--- src/sv/cbm_pkg.sv ---
// ----------------------------------------------------------------------------
// cbm_pkg: shared types and constants of the bank mapper
// op codes, target codes, register decode values and the structs that pass
// between the mapper's control and translation logic
// ----------------------------------------------------------------------------
package cbm_pkg;

	// fixed geometry of the mapper
	localparam int CHR_SLOTS   = 8;
	localparam int PRG_WINDOWS = 4;
	localparam int CFG_INDEX_W = 2;

	// bus operation codes
	typedef enum logic [1:0] {
		OP_CPU_WR = 2'd0,
		OP_CPU_RD = 2'd1,
		OP_PPU    = 2'd2,
		OP_TICK   = 2'd3
	} op_t;

	// target memory codes
	localparam logic [3:0] TGT_PRG       = 4'd0;
	localparam logic [3:0] TGT_CHR_ROM   = 4'd1;
	localparam logic [3:0] TGT_CHR_RAM   = 4'd2;
	localparam logic [3:0] TGT_MAIN_WRAM = 4'd3;
	localparam logic [3:0] TGT_PAGE0     = 4'd4;
	localparam logic [3:0] TGT_NONE      = 4'd8;

	// configuration register indexes
	localparam logic [CFG_INDEX_W-1:0] CFG_PRG_MASK  = 2'd0;
	localparam logic [CFG_INDEX_W-1:0] CFG_CHR_MASK  = 2'd1;
	localparam logic [CFG_INDEX_W-1:0] CFG_CHR_IS_RAM = 2'd2;

	// mapper register decode, address and 0xE001
	localparam logic [15:0] REG_DECODE_MASK = 16'hE001;
	localparam logic [15:0] REG_BANK_SELECT = 16'h8000;
	localparam logic [15:0] REG_BANK_DATA   = 16'h8001;
	localparam logic [15:0] REG_MIRROR      = 16'hA000;
	localparam logic [15:0] REG_WRAM_CTRL   = 16'hA001;
	localparam logic [15:0] REG_IRQ_COUNT   = 16'hC000;
	localparam logic [15:0] REG_IRQ_RELOAD  = 16'hC001;
	localparam logic [15:0] REG_IRQ_DISABLE = 16'hE000;

	// bank select nibble codes
	localparam logic [3:0] SEL_CHR_PAIR_A = 4'h0;
	localparam logic [3:0] SEL_CHR_PAIR_B = 4'h1;
	localparam logic [3:0] SEL_CHR_4      = 4'h2;
	localparam logic [3:0] SEL_CHR_5      = 4'h3;
	localparam logic [3:0] SEL_CHR_6      = 4'h4;
	localparam logic [3:0] SEL_CHR_7      = 4'h5;
	localparam logic [3:0] SEL_PRG_0      = 4'h6;
	localparam logic [3:0] SEL_PRG_1      = 4'h7;
	localparam logic [3:0] SEL_PRG_2      = 4'h8;
	localparam logic [3:0] SEL_PRG_3      = 4'h9;
	localparam logic [3:0] SEL_CHR_1      = 4'hA;
	localparam logic [3:0] SEL_CHR_3      = 4'hB;

	localparam logic [7:0] SEL_PRG_SWAP = 8'h40;
	localparam logic [7:0] SEL_CHR_SWAP = 8'h80;
	localparam logic [7:0] WRAM_SEL_MASK = 8'hE3;
	localparam logic [8:0] LAST_VISIBLE_LINE = 9'd239;

	// reset values
	localparam logic [7:0] PRG_MASK_RST = 8'd63;
	localparam logic [7:0] CHR_MASK_RST = 8'd255;

	// one input transaction
	typedef struct packed {
		op_t         op;
		logic [15:0] addr;
		logic [7:0]  data;
		logic [8:0]  scanline;
		logic        display_on;
	} cbm_item_t;

	// one result transaction
	typedef struct packed {
		logic [3:0]  target;
		logic [20:0] mapped_addr;
		logic        also_main_wram;
		logic [1:0]  mirror_mode;
		logic        irq_line;
	} cbm_result_t;

	// control state seen by the translation logic
	typedef struct packed {
		logic [7:0] bank_select;
		logic [7:0] wram_ctrl;
		logic       chr_is_ram;
		logic [7:0] prg_mask;
		logic [7:0] chr_mask;
		logic [1:0] mirror_next;
		logic       irq_next;
	} cbm_ctrl_t;

endpackage

--- src/sv/cbm_if.sv ---
// ----------------------------------------------------------------------------
// cbm_in_if / cbm_out_if: valid/ready channels of the bank mapper
// bus events in, translated results out
// ----------------------------------------------------------------------------
interface cbm_in_if;
	logic        valid;
	logic        ready;
	logic [1:0]  op;
	logic [15:0] addr;
	logic [7:0]  data;
	logic [8:0]  scanline;
	logic        display_on;

	modport source (output valid, op, addr, data, scanline, display_on, input ready);
	modport sink (input valid, op, addr, data, scanline, display_on, output ready);
endinterface

interface cbm_out_if;
	logic        valid;
	logic        ready;
	logic [3:0]  target;
	logic [20:0] mapped_addr;
	logic        also_main_wram;
	logic [1:0]  mirror_mode;
	logic        irq_line;

	modport source (output valid, target, mapped_addr, also_main_wram, mirror_mode, irq_line,
		input ready);
	modport sink (input valid, target, mapped_addr, also_main_wram, mirror_mode, irq_line,
		output ready);
endinterface

--- src/sv/cartridge_bank_mapper_scanline_irq.sv ---
// ----------------------------------------------------------------------------
// cartridge_bank_mapper_scanline_irq: bank mapper with scanline interrupt
// translates CPU and PPU bus events, decodes mapper register writes and
// runs the scanline interrupt counter
// ----------------------------------------------------------------------------
//
//  channel  | dir | handshake     | payload
//  ---------+-----+---------------+-----------------------------------------------
//  item     | in  | valid / ready | op, addr, data, scanline, display_on
//  result   | out | valid / ready | target, mapped_addr, also_main_wram,
//           |     |               | mirror_mode, irq_line
//  cfg      | in  | cfg_wr_en     | cfg_index, cfg_data (no read-back)
//
//  one transaction per clock sustained while the result side is ready; an accepted
//  item passes the input stage register, then the result register
//  the state update and translation of a staged item sit between the two
//  registers as one short combinational pass
//  arst_n clears all control state to the mapper's power-on values
//  a stalled result holds the result register; the input stage keeps
//  accepting until it also holds an item, so two transactions can be in flight
//
module cartridge_bank_mapper_scanline_irq #(
	parameter int BANK_BITS = 8
) (
	input  logic                            clk,
	input  logic                            arst_n,
	input  logic                            cfg_wr_en,
	input  logic [cbm_pkg::CFG_INDEX_W-1:0] cfg_index,
	input  logic [7:0]                      cfg_data,
	cbm_in_if.sink                          item,
	cbm_out_if.source                       result
);

	logic                 valid_s1;
	cbm_pkg::cbm_item_t   item_s1;
	logic                 out_valid_q;
	cbm_pkg::cbm_result_t out_q;
	cbm_pkg::cbm_result_t res_comb;
	cbm_pkg::cbm_ctrl_t   ctrl;
	logic                 advance;
	logic                 step;
	logic [BANK_BITS-1:0] chr_banks [cbm_pkg::CHR_SLOTS];
	logic [BANK_BITS-1:0] prg_banks [cbm_pkg::PRG_WINDOWS];

	// result register moves when empty or being taken
	assign advance    = !out_valid_q || result.ready;
	// the staged item is processed (state updated) as it moves to the result
	assign step       = valid_s1 && advance;
	assign item.ready = !valid_s1 || advance;

	// input stage
	always_ff @(posedge clk or negedge arst_n) begin
		if (!arst_n)
			valid_s1 <= 1'b0;
		else if (item.ready)
			valid_s1 <= item.valid;
	end

	always_ff @(posedge clk) begin
		if (item.valid && item.ready) begin
			item_s1.op         <= cbm_pkg::op_t'(item.op);
			item_s1.addr       <= item.addr;
			item_s1.data       <= item.data;
			item_s1.scanline   <= item.scanline;
			item_s1.display_on <= item.display_on;
		end
	end

	// register file and interrupt counter
	cbm_ctrl #(
		.BANK_BITS(BANK_BITS)
	) u_ctrl (
		.clk      (clk),
		.arst_n   (arst_n),
		.cfg_wr_en(cfg_wr_en),
		.cfg_index(cfg_index),
		.cfg_data (cfg_data),
		.step     (step),
		.item     (item_s1),
		.ctrl     (ctrl),
		.chr_banks(chr_banks),
		.prg_banks(prg_banks)
	);

	// translation of the staged item against the current bank state
	cbm_xlate #(
		.BANK_BITS(BANK_BITS)
	) u_xlate (
		.item     (item_s1),
		.ctrl     (ctrl),
		.chr_banks(chr_banks),
		.prg_banks(prg_banks),
		.result   (res_comb)
	);

	// result register
	always_ff @(posedge clk or negedge arst_n) begin
		if (!arst_n)
			out_valid_q <= 1'b0;
		else if (advance)
			out_valid_q <= valid_s1;
	end

	always_ff @(posedge clk) begin
		if (step)
			out_q <= res_comb;
	end

	assign result.valid          = out_valid_q;
	assign result.target         = out_q.target;
	assign result.mapped_addr    = out_q.mapped_addr;
	assign result.also_main_wram = out_q.also_main_wram;
	assign result.mirror_mode    = out_q.mirror_mode;
	assign result.irq_line       = out_q.irq_line;

endmodule

--- src/sv/cbm_ctrl.sv ---
// ----------------------------------------------------------------------------
// cbm_ctrl: mapper registers and scanline interrupt counter
// decodes register writes and ticks of the staged transaction
// ----------------------------------------------------------------------------
module cbm_ctrl #(
	parameter int BANK_BITS = 8
) (
	input  logic                              clk,
	input  logic                              arst_n,
	input  logic                              cfg_wr_en,
	input  logic [cbm_pkg::CFG_INDEX_W-1:0]   cfg_index,
	input  logic [7:0]                        cfg_data,
	input  logic                              step,
	input  cbm_pkg::cbm_item_t                item,
	output cbm_pkg::cbm_ctrl_t                ctrl,
	output logic [BANK_BITS-1:0]              chr_banks [cbm_pkg::CHR_SLOTS],
	output logic [BANK_BITS-1:0]              prg_banks [cbm_pkg::PRG_WINDOWS]
);

	localparam logic [BANK_BITS-1:0] PRG2_RST = BANK_BITS'(8'hFE);
	localparam logic [BANK_BITS-1:0] PRG3_RST = BANK_BITS'(8'hFF);

	logic [7:0] prg_mask_q, chr_mask_q;
	logic       chr_is_ram_q;
	logic [7:0] bank_select_q, bank_select_d;
	logic [BANK_BITS-1:0] chr_q [cbm_pkg::CHR_SLOTS];
	logic [BANK_BITS-1:0] chr_d [cbm_pkg::CHR_SLOTS];
	logic [BANK_BITS-1:0] prg_q [cbm_pkg::PRG_WINDOWS];
	logic [BANK_BITS-1:0] prg_d [cbm_pkg::PRG_WINDOWS];
	logic [1:0] mirror_q, mirror_d;
	logic [7:0] wram_q, wram_d;
	logic [7:0] cnt_q, cnt_d, reload_q, reload_d;
	logic       on_q, on_d, pend_q, pend_d, irq_q, irq_d;
	logic [BANK_BITS-1:0] b, b_inc;
	logic       tick_ok;

	// configuration registers
	always_ff @(posedge clk or negedge arst_n) begin
		if (!arst_n) begin
			prg_mask_q   <= cbm_pkg::PRG_MASK_RST;
			chr_mask_q   <= cbm_pkg::CHR_MASK_RST;
			chr_is_ram_q <= 1'b0;
		end else if (cfg_wr_en) begin
			case (cfg_index)
				cbm_pkg::CFG_PRG_MASK:   prg_mask_q   <= cfg_data;
				cbm_pkg::CFG_CHR_MASK:   chr_mask_q   <= cfg_data;
				cbm_pkg::CFG_CHR_IS_RAM: chr_is_ram_q <= cfg_data[0];
				default: ;
			endcase
		end
	end

	assign b     = item.data[BANK_BITS-1:0];
	assign b_inc = b + BANK_BITS'(1);
	assign tick_ok = (item.scanline <= cbm_pkg::LAST_VISIBLE_LINE) && item.display_on
		&& on_q && !pend_q;

	always_comb begin
		bank_select_d = bank_select_q;
		chr_d         = chr_q;
		prg_d         = prg_q;
		mirror_d      = mirror_q;
		wram_d        = wram_q;
		cnt_d         = cnt_q;
		reload_d      = reload_q;
		on_d          = on_q;
		pend_d        = pend_q;
		irq_d         = irq_q;
		if (item.op == cbm_pkg::OP_CPU_WR && item.addr[15]) begin
			case (item.addr & cbm_pkg::REG_DECODE_MASK)
				cbm_pkg::REG_BANK_SELECT: bank_select_d = item.data;
				cbm_pkg::REG_BANK_DATA: begin
					case (bank_select_q[3:0])
						cbm_pkg::SEL_CHR_PAIR_A: begin
							chr_d[0] = b;
							chr_d[1] = b_inc;
						end
						cbm_pkg::SEL_CHR_PAIR_B: begin
							chr_d[2] = b;
							chr_d[3] = b_inc;
						end
						cbm_pkg::SEL_CHR_4: chr_d[4] = b;
						cbm_pkg::SEL_CHR_5: chr_d[5] = b;
						cbm_pkg::SEL_CHR_6: chr_d[6] = b;
						cbm_pkg::SEL_CHR_7: chr_d[7] = b;
						cbm_pkg::SEL_PRG_0: prg_d[0] = b;
						cbm_pkg::SEL_PRG_1: prg_d[1] = b;
						cbm_pkg::SEL_PRG_2: prg_d[2] = b;
						cbm_pkg::SEL_PRG_3: prg_d[3] = b;
						cbm_pkg::SEL_CHR_1: chr_d[1] = b;
						cbm_pkg::SEL_CHR_3: chr_d[3] = b;
						default: ;
					endcase
				end
				cbm_pkg::REG_MIRROR:    mirror_d = item.data[1:0];
				cbm_pkg::REG_WRAM_CTRL: wram_d = item.data;
				cbm_pkg::REG_IRQ_COUNT: begin
					cnt_d  = item.data;
					pend_d = 1'b0;
				end
				cbm_pkg::REG_IRQ_RELOAD: begin
					reload_d = item.data;
					pend_d   = 1'b0;
				end
				cbm_pkg::REG_IRQ_DISABLE: begin
					on_d   = 1'b0;
					pend_d = 1'b0;
					irq_d  = 1'b0;
				end
				default: begin
					// irq enable
					on_d   = 1'b1;
					pend_d = 1'b0;
				end
			endcase
		end else if (item.op == cbm_pkg::OP_TICK && tick_ok) begin
			if (item.scanline == '0 && cnt_d != '0)
				cnt_d = cnt_d - 8'd1;
			if (cnt_d == '0) begin
				pend_d = 1'b1;
				cnt_d  = reload_q;
				irq_d  = 1'b1;
			end
			cnt_d = cnt_d - 8'd1;
		end
	end

	always_ff @(posedge clk or negedge arst_n) begin
		if (!arst_n) begin
			bank_select_q <= '0;
			for (int i = 0; i < cbm_pkg::CHR_SLOTS; i++)
				chr_q[i] <= BANK_BITS'(i);
			prg_q[0] <= '0;
			prg_q[1] <= BANK_BITS'(1);
			prg_q[2] <= PRG2_RST;
			prg_q[3] <= PRG3_RST;
			mirror_q <= '0;
			wram_q   <= '0;
			cnt_q    <= '0;
			reload_q <= '0;
			on_q     <= 1'b0;
			pend_q   <= 1'b0;
			irq_q    <= 1'b0;
		end else if (step) begin
			bank_select_q <= bank_select_d;
			chr_q    <= chr_d;
			prg_q    <= prg_d;
			mirror_q <= mirror_d;
			wram_q   <= wram_d;
			cnt_q    <= cnt_d;
			reload_q <= reload_d;
			on_q     <= on_d;
			pend_q   <= pend_d;
			irq_q    <= irq_d;
		end
	end

	assign chr_banks = chr_q;
	assign prg_banks = prg_q;

	always_comb begin
		ctrl.bank_select = bank_select_q;
		ctrl.wram_ctrl   = wram_q;
		ctrl.chr_is_ram  = chr_is_ram_q;
		ctrl.prg_mask    = prg_mask_q;
		ctrl.chr_mask    = chr_mask_q;
		ctrl.mirror_next = mirror_d;
		ctrl.irq_next    = irq_d;
	end

endmodule

--- src/sv/cbm_xlate.sv ---
// ----------------------------------------------------------------------------
// cbm_xlate: address translation
// maps a CPU or PPU address to a target memory and byte offset
// ----------------------------------------------------------------------------
module cbm_xlate #(
	parameter int BANK_BITS = 8
) (
	input  cbm_pkg::cbm_item_t     item,
	input  cbm_pkg::cbm_ctrl_t     ctrl,
	input  logic [BANK_BITS-1:0]   chr_banks [cbm_pkg::CHR_SLOTS],
	input  logic [BANK_BITS-1:0]   prg_banks [cbm_pkg::PRG_WINDOWS],
	output cbm_pkg::cbm_result_t   result
);

	logic [1:0] win;
	logic [2:0] slot;
	logic [7:0] prg_bank, chr_rom_bank, wram_sel;
	logic [2:0] chr_ram_bank;

	always_comb begin
		win = item.addr[14:13];
		if ((ctrl.bank_select & cbm_pkg::SEL_PRG_SWAP) != '0 && !win[0])
			win[1] = ~win[1];
		prg_bank = 8'(prg_banks[win]) & ctrl.prg_mask;

		slot = item.addr[12:10];
		if ((ctrl.bank_select & cbm_pkg::SEL_CHR_SWAP) != '0)
			slot[2] = ~slot[2];
		chr_rom_bank = 8'(chr_banks[slot]) & ctrl.chr_mask;
		// pattern RAM pairs use the pair's first bank plus one for the odd slot
		if (!slot[2])
			chr_ram_bank = chr_banks[{1'b0, slot[1], 1'b0}][2:0] + {2'b00, slot[0]};
		else
			chr_ram_bank = chr_banks[slot][2:0];

		wram_sel = ctrl.wram_ctrl & cbm_pkg::WRAM_SEL_MASK;
	end

	always_comb begin
		result.target         = cbm_pkg::TGT_NONE;
		result.mapped_addr    = '0;
		result.also_main_wram = 1'b0;
		result.mirror_mode    = ctrl.mirror_next;
		result.irq_line       = ctrl.irq_next;
		case (item.op)
			cbm_pkg::OP_CPU_WR, cbm_pkg::OP_CPU_RD: begin
				if (item.addr[15]) begin
					if (item.op == cbm_pkg::OP_CPU_RD) begin
						result.target      = cbm_pkg::TGT_PRG;
						result.mapped_addr = {prg_bank, item.addr[12:0]};
					end
				end else if (item.addr[14:13] == 2'b11) begin
					result.mapped_addr = {8'd0, item.addr[12:0]};
					if (wram_sel[7:5] == 3'b111) begin
						result.target = cbm_pkg::TGT_PAGE0 + {2'b00, wram_sel[1:0]};
						result.also_main_wram = (item.op == cbm_pkg::OP_CPU_WR)
							&& (wram_sel[1:0] == 2'b00);
					end else begin
						result.target = cbm_pkg::TGT_MAIN_WRAM;
					end
				end
			end
			cbm_pkg::OP_PPU: begin
				if (ctrl.chr_is_ram) begin
					result.target      = cbm_pkg::TGT_CHR_RAM;
					result.mapped_addr = {8'd0, chr_ram_bank, item.addr[9:0]};
				end else begin
					result.target      = cbm_pkg::TGT_CHR_ROM;
					result.mapped_addr = {3'd0, chr_rom_bank, item.addr[9:0]};
				end
			end
			default: ;
		endcase
	end

endmodule

--- src/flat_wrapper.sv ---
// flat-port wrapper written by rule: the top's interface ports become plain ports
module cartridge_bank_mapper_scanline_irq_flat 
#(
	parameter int BANK_BITS = 8
)
  (clk, arst_n, cfg_wr_en, cfg_index, cfg_data, item_valid, item_op, item_addr, item_data, item_scanline, item_display_on, item_ready, result_valid, result_target, result_mapped_addr, result_also_main_wram, result_mirror_mode, result_irq_line, result_ready);
  cbm_in_if item_i ();
  cbm_out_if result_i ();
  input  logic clk;
  input  logic arst_n;
  input  logic cfg_wr_en;
  input  logic [cbm_pkg::CFG_INDEX_W-1:0] cfg_index;
  input  logic [7:0] cfg_data;
  input wire logic [$bits(item_i.valid)-1:0] item_valid;
  input wire logic [$bits(item_i.op)-1:0] item_op;
  input wire logic [$bits(item_i.addr)-1:0] item_addr;
  input wire logic [$bits(item_i.data)-1:0] item_data;
  input wire logic [$bits(item_i.scanline)-1:0] item_scanline;
  input wire logic [$bits(item_i.display_on)-1:0] item_display_on;
  output wire logic [$bits(item_i.ready)-1:0] item_ready;
  output wire logic [$bits(result_i.valid)-1:0] result_valid;
  output wire logic [$bits(result_i.target)-1:0] result_target;
  output wire logic [$bits(result_i.mapped_addr)-1:0] result_mapped_addr;
  output wire logic [$bits(result_i.also_main_wram)-1:0] result_also_main_wram;
  output wire logic [$bits(result_i.mirror_mode)-1:0] result_mirror_mode;
  output wire logic [$bits(result_i.irq_line)-1:0] result_irq_line;
  input wire logic [$bits(result_i.ready)-1:0] result_ready;
  assign item_i.valid = item_valid;
  assign item_i.op = item_op;
  assign item_i.addr = item_addr;
  assign item_i.data = item_data;
  assign item_i.scanline = item_scanline;
  assign item_i.display_on = item_display_on;
  assign item_ready = item_i.ready;
  assign result_valid = result_i.valid;
  assign result_target = result_i.target;
  assign result_mapped_addr = result_i.mapped_addr;
  assign result_also_main_wram = result_i.also_main_wram;
  assign result_mirror_mode = result_i.mirror_mode;
  assign result_irq_line = result_i.irq_line;
  assign result_i.ready = result_ready;
  cartridge_bank_mapper_scanline_irq #(.BANK_BITS(BANK_BITS)) u_core (.clk(clk), .arst_n(arst_n), .cfg_wr_en(cfg_wr_en), .cfg_index(cfg_index), .cfg_data(cfg_data), .item(item_i), .result(result_i));
endmodule
--- config.mk ---
export PLATFORM = sky130hd
export DESIGN_NAME = cartridge_bank_mapper_scanline_irq_flat
export DESIGN_NICKNAME = d
export VERILOG_FILES = /design/src/sv/cbm_pkg.sv /design/src/sv/cbm_if.sv /design/src/sv/cartridge_bank_mapper_scanline_irq.sv /design/src/sv/cbm_ctrl.sv /design/src/sv/cbm_xlate.sv /design/src/flat_wrapper.sv
export SDC_FILE = /design/constraint.sdc
export NUM_CORES = 1
export LEC_CHECK = 0
export ABC_AREA = 1
export BUFFER_PORTS_ARGS = -buffer_cell sky130_fd_sc_hd__buf_2
export CAP_MARGIN = 30
export CORE_AREA = 4 4 241 172
export CTS_CLUSTER_SIZE = 24
export DETAILED_ROUTE_END_ITERATION = 7
export DIE_AREA = 0 0 245 176
export GPL_ROUTABILITY_DRIVEN = 0
export PLACE_DENSITY = 0.43
export SLEW_MARGIN = 40
export SYNTH_ARGS = -nofsm -noshare
export SYNTH_HDL_FRONTEND = slang
export SYNTH_SLANG_ARGS = --single-unit
--- constraint.sdc ---
create_clock -name clk -period 5.2 [get_ports clk]
set_input_delay 0.52 -clock clk [delete_from_list [all_inputs] [get_ports clk]]
set_output_delay 0.52 -clock clk [all_outputs]
set_load 0.005 [all_outputs]
## Yosys cells after proc, flatten, opt, wreduce, memory -nomap -nowiden

Index checks and enable logic that the tools add are counted.

- Bits in registers: 217
- Output and inout port bits: 31
- Logic and storage cells: 175

- Add/sub/neg operators: 5
- Magnitude comparators: 4
- Eq/ne operators: 27
- Mux-type cells: 41
- Bitwise logic cells: 11
- Reductions and logical operators: 52

Operators with widths:

| operator | number |
|---|---|
| 8-bit 2-to-1 mux | 13 |
| 4-bit AND reduction | 13 |
| 25-bit 2-to-1 mux | 2 |
| 25-bit case mux with 2 select lines | 1 |
| 8-bit binary-select mux with 3-bit select | 2 |
| 4-bit equality test (second input constant) | 11 |
| 8-bit case mux with 2 select lines | 2 |
| 26-bit 2-to-1 mux | 1 |
| 23-bit 2-to-1 mux | 1 |
| 8-bit AND | 2 |
| 8-bit binary-select mux with 2-bit select | 1 |
| 4-bit by 3-bit equality test with 1-bit output (second input constant) | 4 |
| 8-bit by 1-bit subtractor with 8-bit output (second input constant) | 2 |
| 3-bit AND reduction | 5 |
| 1-bit 2-to-1 mux | 11 |
| 1-bit logical AND | 10 |
| 9-bit by 8-bit less-or-equal comparator with 1-bit output (second input constant) | 1 |
| 9-bit zero test | 1 |
| 3-bit 2-to-1 mux | 3 |
| 8-bit by 1-bit adder with 8-bit output (second input constant) | 1 |
| 2-bit equality test (second input constant) | 4 |
| 4-bit by 2-bit equality test with 1-bit output (second input constant) | 2 |
| 4-bit greater-or-equal comparator (second input constant) | 2 |
| 8-bit zero test | 1 |
| 25 further kinds | 44 |

## Longest topological paths before layout

- Depth in word-level cells: 14
- Mapped depth: 22
- Depth with buffers taken out: 21

## Modules after synthesis

From an unflattened synthesis, not the netlist that was laid out.

- Cell total of the unflattened synthesis: 1204
- Area, all modules: 10256.1 um^2

Modules (own cells, without submodules):

| module | times used | cells each | area each (um^2) |
|---|---|---|---|
| cbm_ctrl | 1 | 808 | 6799.0 |
| cartridge_bank_mapper_scanline_irq | 1 | 77 | 2047.0 |
| cbm_xlate | 1 | 319 | 1410.1 |

## Least setup slack after synthesis

OpenSTA, ideal clock, no wires.

- Path type: input port to flip-flop
- Start point: input port result_ready
- End point: register u_core.u_ctrl.chr_q, in the netlist u_core.u_ctrl.chr_banks[14]
- Setup time: 0.133 ns
- Arrival: 2.540 ns
- Data required time: 5.067 ns
- Path slack: 2.527 ns
- Stages: 12
- Path buffers: 2
- Cell sequence: inv_1 > nand2_1 > nand2_1 > clkinv_1 > nand2_1 > inv_1 > nand2_1 > inv_1 > clkbuf_1 > nand4_1 > clkbuf_1 > o21ai_0

- Cells in the longest elaborated chain, start to end: 3

Ends and longest elaborated chain:

| what | line | text |
|---|---|---|
| from (decl) | flat_wrapper.sv:27 | `input wire logic [$bits(result_i.ready)-1:0] result_ready;` |
| 1-bit logical OR | cartridge_bank_mapper_scanline_irq.sv:46 | `assign advance = !out_valid_q \|\| result.ready;` |
| 1-bit logical AND | cartridge_bank_mapper_scanline_irq.sv:48 | `assign step = valid_s1 && advance;` |
| net u_core.step | cartridge_bank_mapper_scanline_irq.sv:41 | `logic step;` |
| 4-bit AND reduction (no source line) | -- |  |
| to (signal, indexed assignment) | cbm_ctrl.sv:132 | `chr_q[i] <= BANK_BITS'(i);` |
| to (signal assigned) | cbm_ctrl.sv:146 | `chr_q <= chr_d;` |
| to (decl) | cbm_ctrl.sv:26 | `logic [BANK_BITS-1:0] chr_q [cbm_pkg::CHR_SLOTS];` |

The timed path passes the listed nets, and every way through them passes these cells.
A chain may end at the register's enable or synchronous reset.

## Worst setup path after layout

- Start point: register u_core.item_s1[35] (netlist bit)
- End point: register u_core.u_ctrl.chr_q, in the netlist u_core.u_ctrl.chr_banks[16]

- Cells in the longest elaborated chain, start to end: 3

Ends and longest elaborated chain:

| what | line | text |
|---|---|---|
| from (decl) | cartridge_bank_mapper_scanline_irq.sv:35 | `cbm_pkg::cbm_item_t item_s1;` |
| 2-bit zero test | cbm_ctrl.sv:69 | `if (item.op == cbm_pkg::OP_CPU_WR && item.addr[15]) begin` |
| 1-bit logical AND | cbm_ctrl.sv:69 |  |
| 4-bit AND reduction (no source line) | -- |  |

No other way between the ends.

==> flow_summary.yaml <==
drt:
  final_antenna_net_count: 0
  wl_per_cell_um: 16.90
  drtIter0Drc: 762
  post_drt_via_cell_ratio: 4.503
  drcViolationCount: 0
  num_vias: 7758
  wirelength_um: 29110
  drtPass1Iterations: 8
clocking:
  cts_setup_buffers: 0
  clock_latency_ns: 0.53
  cts_tree: "yes"
  h-tree-depth: 1
  cts.sinks: 212
  numCtsBuffers: 23
  clk_pin_slew_ns: 0.06
  holdBufCountCts: 0
  cts_resized: 0
  cts_root_buf: "clkbuf_16"
  cts_buffer_depth: 3
place:
  port_buffers: 81
  place_ws_ns: 2.268
  placed_area_um2: 10690
  dp_hpwl_um: 19780
yosys:
  synth.area.top_cells: "dfrtp_1, edfxtp_1, dfstp_2, nand2_1, o21ai_0"
  syn_area_per_cell_um2: 8.816
  synth.top_cell.area_share: 0.2704
  synth_area_leader_cell: "dfrtp_1"
  synthesis.area_um2: 9716
  ys_types: 38
  syn-num-nets: 1159
  synth-seq-cells: 212
  yosysSeqAreaShare: 0.5849
  synth_cells: 1102
  ys.warnings.count: 0
die:
  core.rowCount: 61
  die_h_um: 176
  die_area_um2: 43120
  start_util: 0.2477
  core_um2: 39230
  die_w_um: 245
  ioPinCount: 82
layout:
  drive_gt1_frac: 0.1599
  antenna_cells: 0
  nNetsFinal: 1228
  area_delta_synth_final_pct: 17.61
  fin_util: 0.2913
  stdcell_area_um2: 11430
sta:
  setup_ws_ns: 2.239
  fin_setup_tns_ns: 0
  rsz0062_at_grt: "false"
  slew_headroom: 0.4346
  setup-violations-final: 0
  finalMaxSlewViolations: 0
  worst_slew_pin_slew_ns: 0.8449
  finClkSkew_ns: 0.01430
  period_share: 0.5694
  clock.fmax_ghz: 0.3377
  hold_violations: 0
  min_period_ns: 2.961
worst_setup_path:
  max_stage_delay_ns: 0.81
  worst_path_max_delay_cell: "nand4_1"
  crit_path_end_kind: "flip-flop"
  cp.arrival_ns: 3.39
  path_max_fanout: 23
  path_cells: "nor2_1 > nand2_1 > inv_1 > nand4_1 > o21ai_0"
  crit_type: "flip-flop to flip-flop"
  crit_required_ns: 5.63
  cp-start-kind: "flip-flop"
global_routing:
  antenna_found_initial: 0
  grt_pass1_wl_um: 45580
  first_global_vias: 7552
  track_usage: 0.1350
  grt-ovfl-total: 0
  grt_max_degree: 81
power_and_ir_drop:
  power_density_nw_per_um2: 403.1
  ir_drop_mv: 0.2142
  leakage_nw: 4.999
job:
  cap_violations: 0
run_status:
  status: "complete, no violations"
min_path:
  hold_class: "primary input to asynchronous set/reset pin"
[layout by cell type (no fill, tap or decap), drive strengths merged]
cell     count
buf         88
nor2       128
o21bai       1
nand3b       2
a311oi       3
nand2      301
o22ai       17
ha           6
nand3       41
o21ai      188
nor3         4
nand4       14
edfxtp      65
mux2         2
o211ai       1
dfrtp      105
dfstp       42
and3         2
a211oi       2
xnor2        1
clkinv      10
clkbuf      33
a221o        1
a21oi       33
inv         79
xor2         9
bufinv       2
o31ai        4
o221ai       1
o2111ai      3
[logic make-up after synthesis]
| family | synth area share |
|---|---|
| xor+xnor | 0.009015 |
| flops | 0.5849 |
| simple gates | 0.2077 |
| buf+inv | 0.04958 |
| fa+ha+maj | 0.007727 |
| compound gates | 0.1387 |
| mux | 0.002318 |
[through the flow]
| stage | total power, mW | hold slack [ns] | cells |
|---|---|---|---|
| 2_1_floorplan | 2.653 | 0.2244 | 1102 |
| 3_3_place_gp | 2.971 | 0.4619 | 1681 |
| 3_5_place_dp | 2.973 | 0.4651 | 1681 |
| 4_1_cts | 4.657 | 0.07462 | 1723 |
| 5_1_grt | 4.888 | 0.05756 | 1723 |
| 6_report | 4.606 | 0.01642 | 1723 |
[where the power goes]
| part | switching [mW] | internal [mW] |
|---|---|---|
| combinational | 0.640 | 0.292 |
| clock | 0.712 | 0.947 |
| sequential | 0.112 | 1.90 |
[state kept, by name, indices dropped and copies added, names as in the netlist, 2 cells and up]
name and flops:
u_core.u_ctrl.chr_banks 64, u_core.item_s1 36, u_core.u_ctrl.prg_banks 32, u_core.result.mapped_addr 21, u_core.u_ctrl.chr_mask_q 8, u_core.u_ctrl.cnt_q 8
u_core.u_ctrl.prg_mask_q 8, u_core.u_ctrl.reload_q 8, u_core.u_ctrl.bank_select_q 6, u_core.u_ctrl.wram_q 5, u_core.result.target 4, u_core.result.mirror_mode 2
u_core.u_ctrl.mirror_q 2
[metal layers]
layer / track usage / share of wire / wire [um] / vias up
li1: - / - / - / 3808
met1: 0.2115 / 0.53 / 15320 / 3745
met2: 0.1933 / 0.41 / 11810 / 175
met3: 0.02717 / 0.051 / 1474 / 30
met4: 0.02328 / 0.018 / 517 / 0
met5: 0 / 0 / 0 / -
[cell type report]
type                            count  area (um^2)
Clock inverter                     10        102.6
Multi-Input combinational cell    764         3561
Clock buffer                       32        629.4
Fill cell                        4260        27800
Tap cell                          535        669.4
Inverter                           81        306.5
Timing Repair Buffer               89        474.2
Sequential cell                   212         5683
[path summary, 6_finish.rpt]
path / endpoint / slack, ns / cells past startpoint / from
worst min-delay path: u_core.u_ctrl.chr_banks[27] / 0.02 / 1 / arst_n
worst min register to register: u_core.u_ctrl.chr_banks[53] / 0.47 / 2 / u_core.u_ctrl.chr_banks[53]
worst max-delay path: u_core.u_ctrl.chr_banks[16] / 2.24 / 5 / u_core.item_s1[35]
worst max register to register: u_core.u_ctrl.chr_banks[16] / 2.24 / 5 / u_core.item_s1[35]
min in group clk: u_core.item_s1[29] / 0.17 / 1 / item_addr[11]
max in group asynchronous: u_core.u_ctrl.prg_banks[10] / 4.15 / 2 / arst_n
[critical path: cells and delay by family, from the launching register on]
kind                   cells  cell delay, ns
buffers and inverters      1            0.72
AOI/OAI and AO/OA          1            0.40
and+or+nand+nor            3            1.30
DFF                        1            0.42
[synth_stat cells]
cell type  count
xnor2_1        1
nand3_1       40
dfstp_2       42
a211oi_1       2
inv_1         76
o21ai_0      184
buf_6          1
o211ai_1       1
o221ai_1       1
o22ai_1       17
nor2_2         4
clkbuf_1      43
nand3b_1       2
edfxtp_1      65
a21oi_2        1
inv_2          1
buf_2          1
nor3_1         4
o21ai_1        4
o2111ai_1      3
nor2_4         2
o31ai_1        4
xor2_1         9
and3_1         2
dfrtp_1      105
a221o_1        1
nand2_4        2
nand3_2        1
mux2_2         2
ha_1           6
clkinv_1       4
nand2_1      290
o21bai_1       1
nand2_2        9
nand4_1       14
nor2_1       122
a21oi_1       32
a311oi_1       3
No activity file was read; power rests on OpenSTA's default activity.
